<file path="src/rtl/core/pgs_pkg.sv">
// Package: shared constants, types and helpers for the path gradient smoother.
package pgs_pkg;
  localparam int MaxPoints = 64;
  localparam int AddrW = $clog2(MaxPoints);
  localparam int CntW = $clog2(MaxPoints + 1);

  localparam logic [1:0] RegDataWeight = 2'd0;
  localparam logic [1:0] RegTolerance  = 2'd1;
  localparam logic [1:0] RegMaxSweeps  = 2'd2;

  typedef enum logic [3:0] {
    StIdle, StRdA, StRdB, StMul, StSum, StWr, StCheck, StOutRd, StOutWait, StOut
  } state_e;

  // Controller -> datapath commands.
  typedef struct packed {
    logic             load;      // store input point
    logic [AddrW-1:0] load_addr;
    logic             rd;        // issue read of orig[i], smooth[i], orig[i+1]
    logic [AddrW-1:0] rd_addr;
    logic             lat_prev;  // take smooth[i-1] from the smoothed memory
    logic             mul;       // register products
    logic             sum;       // form rounded new value
    logic             wr;        // write smooth[i], accumulate change
    logic             clr_sum;
    logic             ord;       // output read
    logic             emit;
  } pgs_cmd_t;

  typedef struct packed {
    logic below_tol;
  } pgs_sts_t;
endpackage

</file>
<file path="src/rtl/core/pgs_ctrl.sv">
// Controller: load, sweep sequencing, convergence check and emission.
module pgs_ctrl (
  input  logic              clk_i,
  input  logic              rst_ni,
  input  logic              start_i,
  input  logic              last_i,
  input  logic [15:0]       max_sweeps_i,
  input  pgs_pkg::pgs_sts_t sts_i,
  output pgs_pkg::pgs_cmd_t cmd_o,
  output logic              busy_o,
  output logic              strobe_o,
  output logic              out_last_o,
  output logic              limit_o
);
  import pgs_pkg::*;

  state_e state_q, state_d;
  logic [CntW-1:0] cnt_q, cnt_d;
  logic [AddrW-1:0] idx_q, idx_d;
  logic [15:0] sw_q, sw_d;
  logic lim_q, lim_d;
  logic acc;
  logic [CntW-1:0] total;

  assign acc = start_i && !busy_o;
  assign total = (cnt_q < CntW'(MaxPoints)) ? cnt_q + CntW'(1) : cnt_q;
  logic has_int;
  assign has_int = cnt_q > CntW'(2);

  always_ff @(posedge clk_i or negedge rst_ni) begin
    if (!rst_ni) begin
      state_q <= StIdle; cnt_q <= '0; idx_q <= '0; sw_q <= '0; lim_q <= 1'b0;
    end else begin
      state_q <= state_d; cnt_q <= cnt_d; idx_q <= idx_d; sw_q <= sw_d; lim_q <= lim_d;
    end
  end

  always_comb begin
    state_d = state_q; cnt_d = cnt_q; idx_d = idx_q; sw_d = sw_q; lim_d = lim_q;
    unique case (state_q)
      StIdle: if (acc) begin
        cnt_d = total;
        if (last_i) begin
          sw_d = '0; idx_d = AddrW'(1);
          if (max_sweeps_i == '0) begin
            lim_d = 1'b1; idx_d = '0; state_d = StOutRd;
          end else state_d = StRdA;
        end
      end
      StRdA: state_d = has_int ? StRdB : StCheck;
      StRdB: state_d = StMul;
      StMul: state_d = StSum;
      StSum: state_d = StWr;
      StWr: begin
        if (CntW'(idx_q) + CntW'(2) < cnt_q) begin
          idx_d = idx_q + AddrW'(1); state_d = StRdB;
        end else state_d = StCheck;
      end
      StCheck: begin
        sw_d = sw_q + 16'd1; idx_d = AddrW'(1);
        if (sts_i.below_tol) begin
          lim_d = 1'b0; idx_d = '0; state_d = StOutRd;
        end else if (sw_q + 16'd1 >= max_sweeps_i) begin
          lim_d = 1'b1; idx_d = '0; state_d = StOutRd;
        end else state_d = StRdA;
      end
      StOutRd: state_d = StOut;
      StOut: begin
        if (CntW'(idx_q) + CntW'(1) >= cnt_q) begin
          cnt_d = '0; state_d = StIdle;
        end else begin
          idx_d = idx_q + AddrW'(1); state_d = StOut;
        end
      end
      default: state_d = StIdle;
    endcase
  end

  always_comb begin
    cmd_o = '0;
    cmd_o.load = acc && (cnt_q < CntW'(MaxPoints) || last_i);
    cmd_o.load_addr = (cnt_q < CntW'(MaxPoints)) ? AddrW'(cnt_q) : AddrW'(MaxPoints - 1);
    cmd_o.rd_addr = idx_q;
    unique case (state_q)
      StRdA:   begin cmd_o.clr_sum = 1'b1; cmd_o.lat_prev = 1'b1; end
      StRdB:   cmd_o.rd = 1'b1;
      StMul:   cmd_o.mul = 1'b1;
      StSum:   cmd_o.sum = 1'b1;
      StWr:    cmd_o.wr = 1'b1;
      StOutRd: cmd_o.ord = 1'b1;
      StOut:   begin cmd_o.ord = 1'b1; cmd_o.rd_addr = idx_q + AddrW'(1); end
      default: ;
    endcase
  end

  assign busy_o = state_q != StIdle;
  assign strobe_o = state_q == StOut;
  assign out_last_o = strobe_o && (CntW'(idx_q) + CntW'(1) >= cnt_q);
  assign limit_o = lim_q;

  a_strobe_busy: assert property (@(posedge clk_i) disable iff (!rst_ni)
    strobe_o |-> busy_o) else $error("strobe outside busy");
  a_last_ends: assert property (@(posedge clk_i) disable iff (!rst_ni)
    out_last_o |=> state_q == StIdle) else $error("last not final");
  a_load_idle: assert property (@(posedge clk_i) disable iff (!rst_ni)
    cmd_o.load |-> state_q == StIdle) else $error("load while busy");
endmodule

</file>
<file path="config.mk">
export PLATFORM = sky130hd
export DESIGN_NAME = pgs_ctrl
export DESIGN_NICKNAME = d
export VERILOG_FILES = /design/src/rtl/core/pgs_pkg.sv /design/src/rtl/core/pgs_ctrl.sv
export SDC_FILE = /design/constraint.sdc
export NUM_CORES = 1
export LEC_CHECK = 0
export ABC_AREA = 0
export BUFFER_PORTS_ARGS = -buffer_cell sky130_fd_sc_hd__buf_2
export CORE_MARGIN = 4
export CORE_UTILIZATION = 35
export DETAILED_ROUTE_END_ITERATION = 12
export GPL_TIMING_DRIVEN = 0
export PLACE_DENSITY = 0.58
export SLEW_MARGIN = 20
export SYNTH_ARGS = -nofsm -noshare
export SYNTH_HDL_FRONTEND = slang
export SYNTH_SLANG_ARGS = --single-unit
export TNS_END_PERCENT = 50
</file>
<file path="constraint.sdc">
create_clock -name clk_i -period 7.35 [get_ports clk_i]
set_input_delay 0.735 -clock clk_i [delete_from_list [all_inputs] [get_ports clk_i]]
set_output_delay 0.735 -clock clk_i [all_outputs]
set_load 0.01 [all_outputs]
</file>
==> results of run 1 <==
-- through the flow --
| stage | cells | worst slack [ns] |
|---|---|---|
| global route | 513 | 3.40 |
| global placement | 505 | 4.05 |
| CTS | 513 | 3.69 |
| floorplan | 356 | 4.62 |
| detailed placement | 505 | 4.03 |
| finish | 513 | 3.69 |
-- synth_stat cells, types with 2 or more instances --
library cell   n  area share [%]
or3_1          2            0.42
o21a_1         3            0.76
or2_2          3            0.64
nand4_1        6             1.3
and4_1         3            0.89
a211oi_1       2            0.51
buf_2          5            0.85
and2_1         2            0.42
nand2_1       39             5.0
nor4_1         5             1.1
and2b_1        2            0.51
o31ai_1        6             1.5
o21ai_0       28             4.8
o211ai_1       2            0.51
nor3_1         5            0.85
xor2_1         9             2.7
dfrtp_1       34              29
a22o_1         8             2.4
a21oi_1       24             4.1
buf_4          2            0.51
nor2_1        19             2.4
xnor2_1       19             5.6
nand2b_1       7             1.5
and3_1         4            0.85
clkbuf_1       8             1.0
nand3_1       18             3.1
a31oi_1        4            0.85
inv_1         29             3.7
nor2b_1        3            0.64
ha_1          35              15
-- kinds of logic (layout without fill, tap and decap cells) --
logic type | after synthesis | count (layout) | share of synthesized area (%)
AOI/OAI and AO/OA | 85 | 85 | 17.8
other | 1 | 1 | 0.127
DFF | 34 | 34 | 28.9
and+or+nand+nor | 126 | 126 | 23.3
adders and majority gates | 35 | 35 | 14.9
buffers and inverters | 47 | 99 | 6.71
xor gates and xnor gates | 28 | 28 | 8.32
-- area by class of cell --
type | count | area, um^2 | share of cell area, %
Inverter | 30 | 113 | 3.31
Tap cell | 105 | 131 | 3.86
Multi-Input combinational cell | 275 | 1900 | 55.7
Clock buffer | 5 | 68.8 | 2.02
Clock inverter | 3 | 40.0 | 1.18
Timing Repair Buffer | 44 | 220 | 6.46
Buffer | 17 | 85.1 | 2.50
Sequential cell | 34 | 851 | 25.0
-- flip-flops by register name (all words and copies together), names as in the netlist --
register and cells:
limit_o 1, sw_q 16, idx_q 6, state_q 4, cnt_q 7
-- placed cells by master, fill, tap and decap left out, drive strengths merged, types with 2 or more instances in the layout --
cell	count
and2b	2
clkinv	3
dfrtp	34
inv	29
o21ai	28
o211ai	2
ha	35
xor2	9
nor3	5
or2	3
nand2b	7
nand3	18
nand4	7
and4	3
xnor2	19
a22o	8
o31ai	6
clkbuf	13
nor2b	3
and3	4
a31oi	4
o21a	3
or3	2
nor2	20
a211oi	2
buf	53
nand2	40
a21oi	24
nor4	6
and2	3
-- final timing paths --
kind / startpoint / to / slack (ns)
worst max register to register: sw_q[2] / limit_o / 4.21
max in group asynchronous: rst_ni / state_q[1] / 6.30
worst min-delay path: rst_ni / sw_q[11] / 0.53
min in group clk_i: sw_q[15] / sw_q[15] / 0.53
worst max-delay path: idx_q[1] / out_last_o / 3.69
worst min register to register: sw_q[15] / sw_q[15] / 0.53
-- report_power, final --
group	switching, mW	total, mW	internal, mW
Sequential	0	0.187	0.187
Combinational	0.0138	0.0229	0.00910
Clock	0.0753	0.175	0.0999
Total	0.0891	0.385	0.296
-- per-layer routing --
layer,routed length (um),up-vias,share of wire (%)
met5,0,-,0
met4,82,0,1.1
met3,409,9,5.5
met2,3260,66,44
met1,3630,1231,49
li1,-,1352,-
-- worst max-delay path: cells and delay by family, from the launching register on --
family / cells / cell delay, ns
simple gates: 4 / 0.90
fa+ha+maj: 2 / 0.56
flops: 1 / 0.46
compound gates: 2 / 0.27
buf+inv: 1 / 0.25
xor+xnor: 1 / 0.19
==> run summary, run 1 <==
The tools report the total power of the final layout as 385 uW. Setup repair after global routing left no endpoint under its margin. The average instance in the mapped netlist occupies 8.28 um^2. For this run the aggregate overflow at the end of global routing stands at 0.

The cell sitting at the root of the clock tree is a clkbuf_8. The signal on the critical path passes through ha_1 -> and3_1 -> nand2_1 -> xnor2_1 -> ha_1 -> nand2_1 -> o21ai_0 -> a21oi_1 -> nor2_1 -> buf_2. For this run, global-route usage on met2 was measured as 24.3%.

The predominant post-synthesis flop cell was dfrtp_1. For this design, the slowest cell found on the critical path is nor2_1. For this configuration, the core starts out at a cell density of 35.9%. After layout, the worst path uses 49.8% of the clock period. The maximum fanout count along the critical path was 9. The number of max-slew violations in the final report came out at 0.

The distinct cell type count after synthesis is 50, and the worst max-slew margin expressed relative to the limit is 45.8%. The tightest min-delay check is of the input port to asynchronous set/reset pin type. The clock reaches the later pin of the worst-skew pair after 0.30 ns. The run gives 2 as the number of buffers on the longest clock path. Once layout is complete, the utilization of the core stands at 41.5%. The count of instances resized after the clock tree is built was 0; the async set-reset flop share out of synthesis was 100%.

The floorplan step set the die width to 99.8 um. Summing all non-filler instances in the final layout gives an area of 3410 um^2. The critical path is of the flop to primary output type.

Global routing used 15.3% of the available tracks across all layers. For this design the ratio of total power to cell area is 113 nW/um^2. Final setup skew: 0.0129 ns.

In this run, synthesis produced a sequential element count of 34. After detailed routing, the average wire length per cell comes to 14.4 um. The H-tree generated during clock tree synthesis spans 2 levels. IR analysis of the VDD net gives a maximum drop of 59.2 uV. The slew at the pin closest to its max-slew limit was 0.813 ns; the number of I/O port buffers was 44. During synthesis, Yosys emitted a total of 0 warnings. Number of nets with antenna violations after routing: 0. Summed over all nets, the half-perimeter wirelength after detailed placement is 5730 um. Buffers inserted to repair hold after CTS numbered 0. The run gives 7380 um as the detailed-route wire length. For the global-route met3 utilization, the log shows 2.66%.

0 antenna diodes ended up in the layout. Hold timing on the final database bottoms out at a slack of 0.529 ns. The maximum number of pins on one net before global-route repair was 35; the standard cell area after detailed placement was 3300 um^2. The maximum frequency from static timing analysis was 273 MHz; the die extent in y was 99.8 um. Clock tree synthesis found a total of 34 sinks. Setup violations remaining at the end of the flow were counted as 0.

The worst endpoint required time is 6.61 ns. The number of antenna violations at the first check in global routing is 0. The per-cell via count in the routed design works out to 5.18. The run gives 0 as the hold violation count in the final report. The number of inserted filler cells in the final layout is 857, and the minimum clock period is 3.66 ns. The first global-routing pass estimated 12200 um of wire. TritonCTS built the clock tree. After floorplanning, the core was divided into 33 placement rows. After routing, the total negative slack on setup checks comes to 0 ns. The flow ran to the end, and the final reports show no timing, DRC or antenna violations. The logs give 4 for the total iterations of the first detailed-routing run and 356 for the synthesized instance count. Sequential elements use 28.9% of the synthesized area. The logs give 0 for the detailed-route DRC error count and 95 for the initial DRC count.

The worst setup path is captured at a primary output. The core footprint is 8220 um^2. The via count of the first global-routing pass is 2538, and the data arrival time of the critical path is 2.93 ns. The leakage power came out at 1.55 nW. In this run the cell area of the synthesized design comes to 2950 um^2. Compared with the post-synthesis result, the final layout area differs by 15.6%. The register clock-pin slew on the reported worst setup and hold paths works out to 0.08 ns. In this run, synthesis inferred 0 flip-flops with an integrated enable.

For the total of max-cap violations, the log shows 0. Global routing used 21.3% of the available met1 tracks. 46 I/O pins were placed. The routability congestion estimate from global placement was 0.820. met2 is the most crowded layer.

The vias after detailed routing was 2658. The path depth of the worst reg2reg path is 12, and the die area is 9950 um^2. Cells with a size suffix above 1 make up 16.9% of the layout. In this design, the stage delay of the slowest critical-path cell is 0.53 ns.

Type of origin of the critical path: a flop. The run gives 5 as the TritonCTS buffer count. When the netlist entered floorplanning its net count stood at 412.

In the final design database the tool counted 463 nets. The number of buffers added for setup after CTS was 0.
Power figures use the tool's default switching activity.
==> run 2, diff against run 1 <==
Settings changed: PLACE_DENSITY 0.58 to 0.6.
Clock period 7.35 ns to 3.2 ns, I/O delays scaled along.
==> run summary, run 2 (same netlist as run 1, synthesis figures left out) <==
The H-tree was split into 2 levels. The largest registers in the layout are sw_q (16), cnt_q (7), idx_q (6). Internal power: 783 uW.

The type of origin of the critical path was a flop. The count of buffers added on input and output ports is 44. Leaving out fill and tap cells, the most frequent cells in the layout are buf_2 (49), nand2_1 (39), ha_1 (35). The antenna diode count came out at 0. For the worst setup path, the data required time is 3.36 ns. The met2 capacity usage during global routing came out at 25.2%. Summing over every cut layer, the via total after detailed routing is 2627. The run gives 42.1% as the end-of-flow core utilization. The tools report the met1 usage in global routing as 20.2%.

At the pin with the least slew margin, the transition time is 0.795 ns. The share of post-route cells with drive strength above 1 came out at 18.6%. Ranked by flip-flop count, first place goes to sw_q. Setup violations remaining at the end of the flow were counted as 0.

In this run the clock root is driven by a clkbuf_8. The first global-routing pass estimated 12200 um of wire. Of all nets on the critical path, the largest fanout is 5. The logs give 5 for the total iterations of the first detailed-routing run and 15.2% for the global-route usage over all layers. Across the routed clock network, the largest skew measured is 0.00936 ns. The setup path with the least slack is of type flop to flop. In this run, CTS created clock tree buffers numbering 5. The number of top-level pins is 46. The run finished with clean final reports. In this run the critical register-to-register path is captured at limit_o.

Relative to the synthesized area, the layout overhead comes to 17.5%. The number of max-slew violations in the final report was 0; the sequential power share was 43.7%. In this run the critical register-to-register path is launched from sw_q[3].

Timing would allow up to 332 MHz. The leading cell type in the layout, fill and taps excluded was buf_2. The global routing stage identified its most utilized layer as met2. The floorplan step set the die height to 99.8 um. The switching power as a share of total power was 20.3%. Combinational logic burns 5.3% of the power.

In this run the static leakage power is 1.57 nW. The run gives 0 as the number of nets with antenna violations after routing. The worst-case IR drop observed on VDD is 192 uV. Adding up every negative setup slack in the final design gives 0 ns. The total grt overflow was 0; the data arrival time of the critical path was 3.17 ns. The net switching component of the power is 200 uW. For the maximum number of pins on one net before global-route repair, the log shows 35. For this block, the initial DRC count from the detailed router was 126. TritonCTS built the clock tree. In the finished design, the share of the clock period the worst path needs comes to 94.2%. The share of total power dissipated in the clock network is 51.0%.

The run gives 0 as the hold violation count in the final report. After clock tree synthesis, the flow added hold-fix buffers numbering 0. The number of antenna violations at the first check in global routing is 0, and the total of max-cap violations is 0. The total area inside the core boundary comes to 8220 um^2.

For the global-route met3 utilization, the log shows 3.09%. The register with the most flip-flops in the layout has 16 of them. The setup check on the worst reg-to-reg path leaves a slack of 0.18 ns. Dividing the detail-routed via count by the number of cells gives 5.11. For the worst-skew pair, the clock arrives at the later sink with an insertion delay of 0.29 ns. The via count of the first global-routing pass is 2548, and the register clock-pin slew on the reported worst setup and hold paths is 0.08 ns.

The die is 99.8 um wide. Counting along the longest clock path gives a buffer depth of 2. Setup repair after global routing left no endpoint under its margin. The minimum clock period works out to 3.02 ns. The endpoint type of the worst setup path is a flop. Detailed placement ended at an HPWL of 5660 um. The tools report the detailed-route DRC error count as 0. The routability congestion estimate from global placement is 0.858, and the path depth of the worst reg2reg path is 12.

The number of clock sinks came out at 34. The net count of the finished layout is 464. For the die area, the log shows 9950 um^2. In this run the tightest slew margin relative to its limit is 46.7%. For the initial standard-cell utilization of the core, the log shows 35.9%. Row generation in the floorplan step produced 33 rows. In this run the worst hold path is classified as input port to asynchronous set/reset pin. Dividing the detail-routed wire length by the instance count gives 14.0 um.

Power spread over the standard cell area amounts to 284 nW/um^2. The number of inserted filler cells in the final layout was 867. The final layout contains routed wiring with a total length of 7200 um.
==> run 2: changes by cell type in the layout (fill, tap and decap cells not counted) <==
| cell | delta |
|---|---|
| buf_4 | +1 |
| nor2_1 | -3 |
| dfrtp_1 | -2 |
| dfrtp_2 | +2 |
| clkbuf_8 | +1 |
| a21oi_1 | -1 |
| a21oi_2 | +1 |
| nor2_2 | +3 |
| clkinv_2 | -2 |
| bufinv_16 | +1 |
==> run 2: area by class of cell <==
class | count | area, um^2 | share of cell area [%]
Buffer | 17 | 85.1 | 2.46
Clock buffer | 6 | 82.6 | 2.39
Clock inverter | 2 | 60.1 | 1.73
Inverter | 30 | 113 | 3.25
Multi-Input combinational cell | 275 | 1910 | 55.1
Sequential cell | 34 | 853 | 24.6
Tap cell | 105 | 131 | 3.79
Timing Repair Buffer | 45 | 228 | 6.58
==> run 2: layer usage <==
layer  vias to the layer above  part of all wire, %
met5                         -                    0
met4                         0                 0.69
met3                         6                  3.7
met2                        44                   48
met1                      1224                   48
li1                       1353                    -
==> run 2: through the flow <==
step	hold slack (ns)	power (mW)	instances	worst slack (ns)	instance area, um^2
after floorplan	0.0244	0.460	356	0.697	2950
after global placement	0.460	0.490	505	0.134	3300
after detailed placement	0.465	0.492	505	0.143	3300
after CTS	0.147	1.00	513	0.0175	3440
after global routing	0.175	1.02	514	0.0187	3460
final	0.104	0.983	514	0.184	3460
==> run 2: how the worst max path moves through the flow <==
stage / from / to
6_report: sw_q[3] / limit_o
4_1_cts: idx_q[3] / out_last_o
3_3_place_gp: sw_q[2] / limit_o
5_1_grt: sw_q[3] / limit_o
3_5_place_dp: sw_q[2] / limit_o
2_1_floorplan: sw_q[2] / state_q[2]
==> run 2: timing repair <==
action | 4_1_cts | 5_1_grt
gates resized for setup | 0 | 6
endpoints found under the setup margin | 0 | 5
buffers inserted | 0 | 1
==> run 2: power by group through the flow <==
| stage | clock, mW | combinational, mW | sequential (mW) |
|---|---|---|---|
| floorplan | 0 | 0.0224 | 0.438 |
| global placement | 0 | 0.0527 | 0.438 |
| detailed placement | 0 | 0.0538 | 0.438 |
| CTS | 0.518 | 0.0542 | 0.429 |
| global route | 0.531 | 0.0615 | 0.429 |
| finish | 0.501 | 0.0521 | 0.429 |
==> run 2: worst max-delay path: stages, from the launching register on <==
cell,delay [ns]
dfrtp_1,0.44
and4_1,0.26
nand4_1,0.23
nor2_2,0.20
and4_1,0.23
xor2_1,0.22
ha_1,0.29
nand4_1,0.17
nor4_1,0.08
a32oi_1,0.28
nand4_1,0.19
a21oi_2,0.23
a21oi_1,0.05
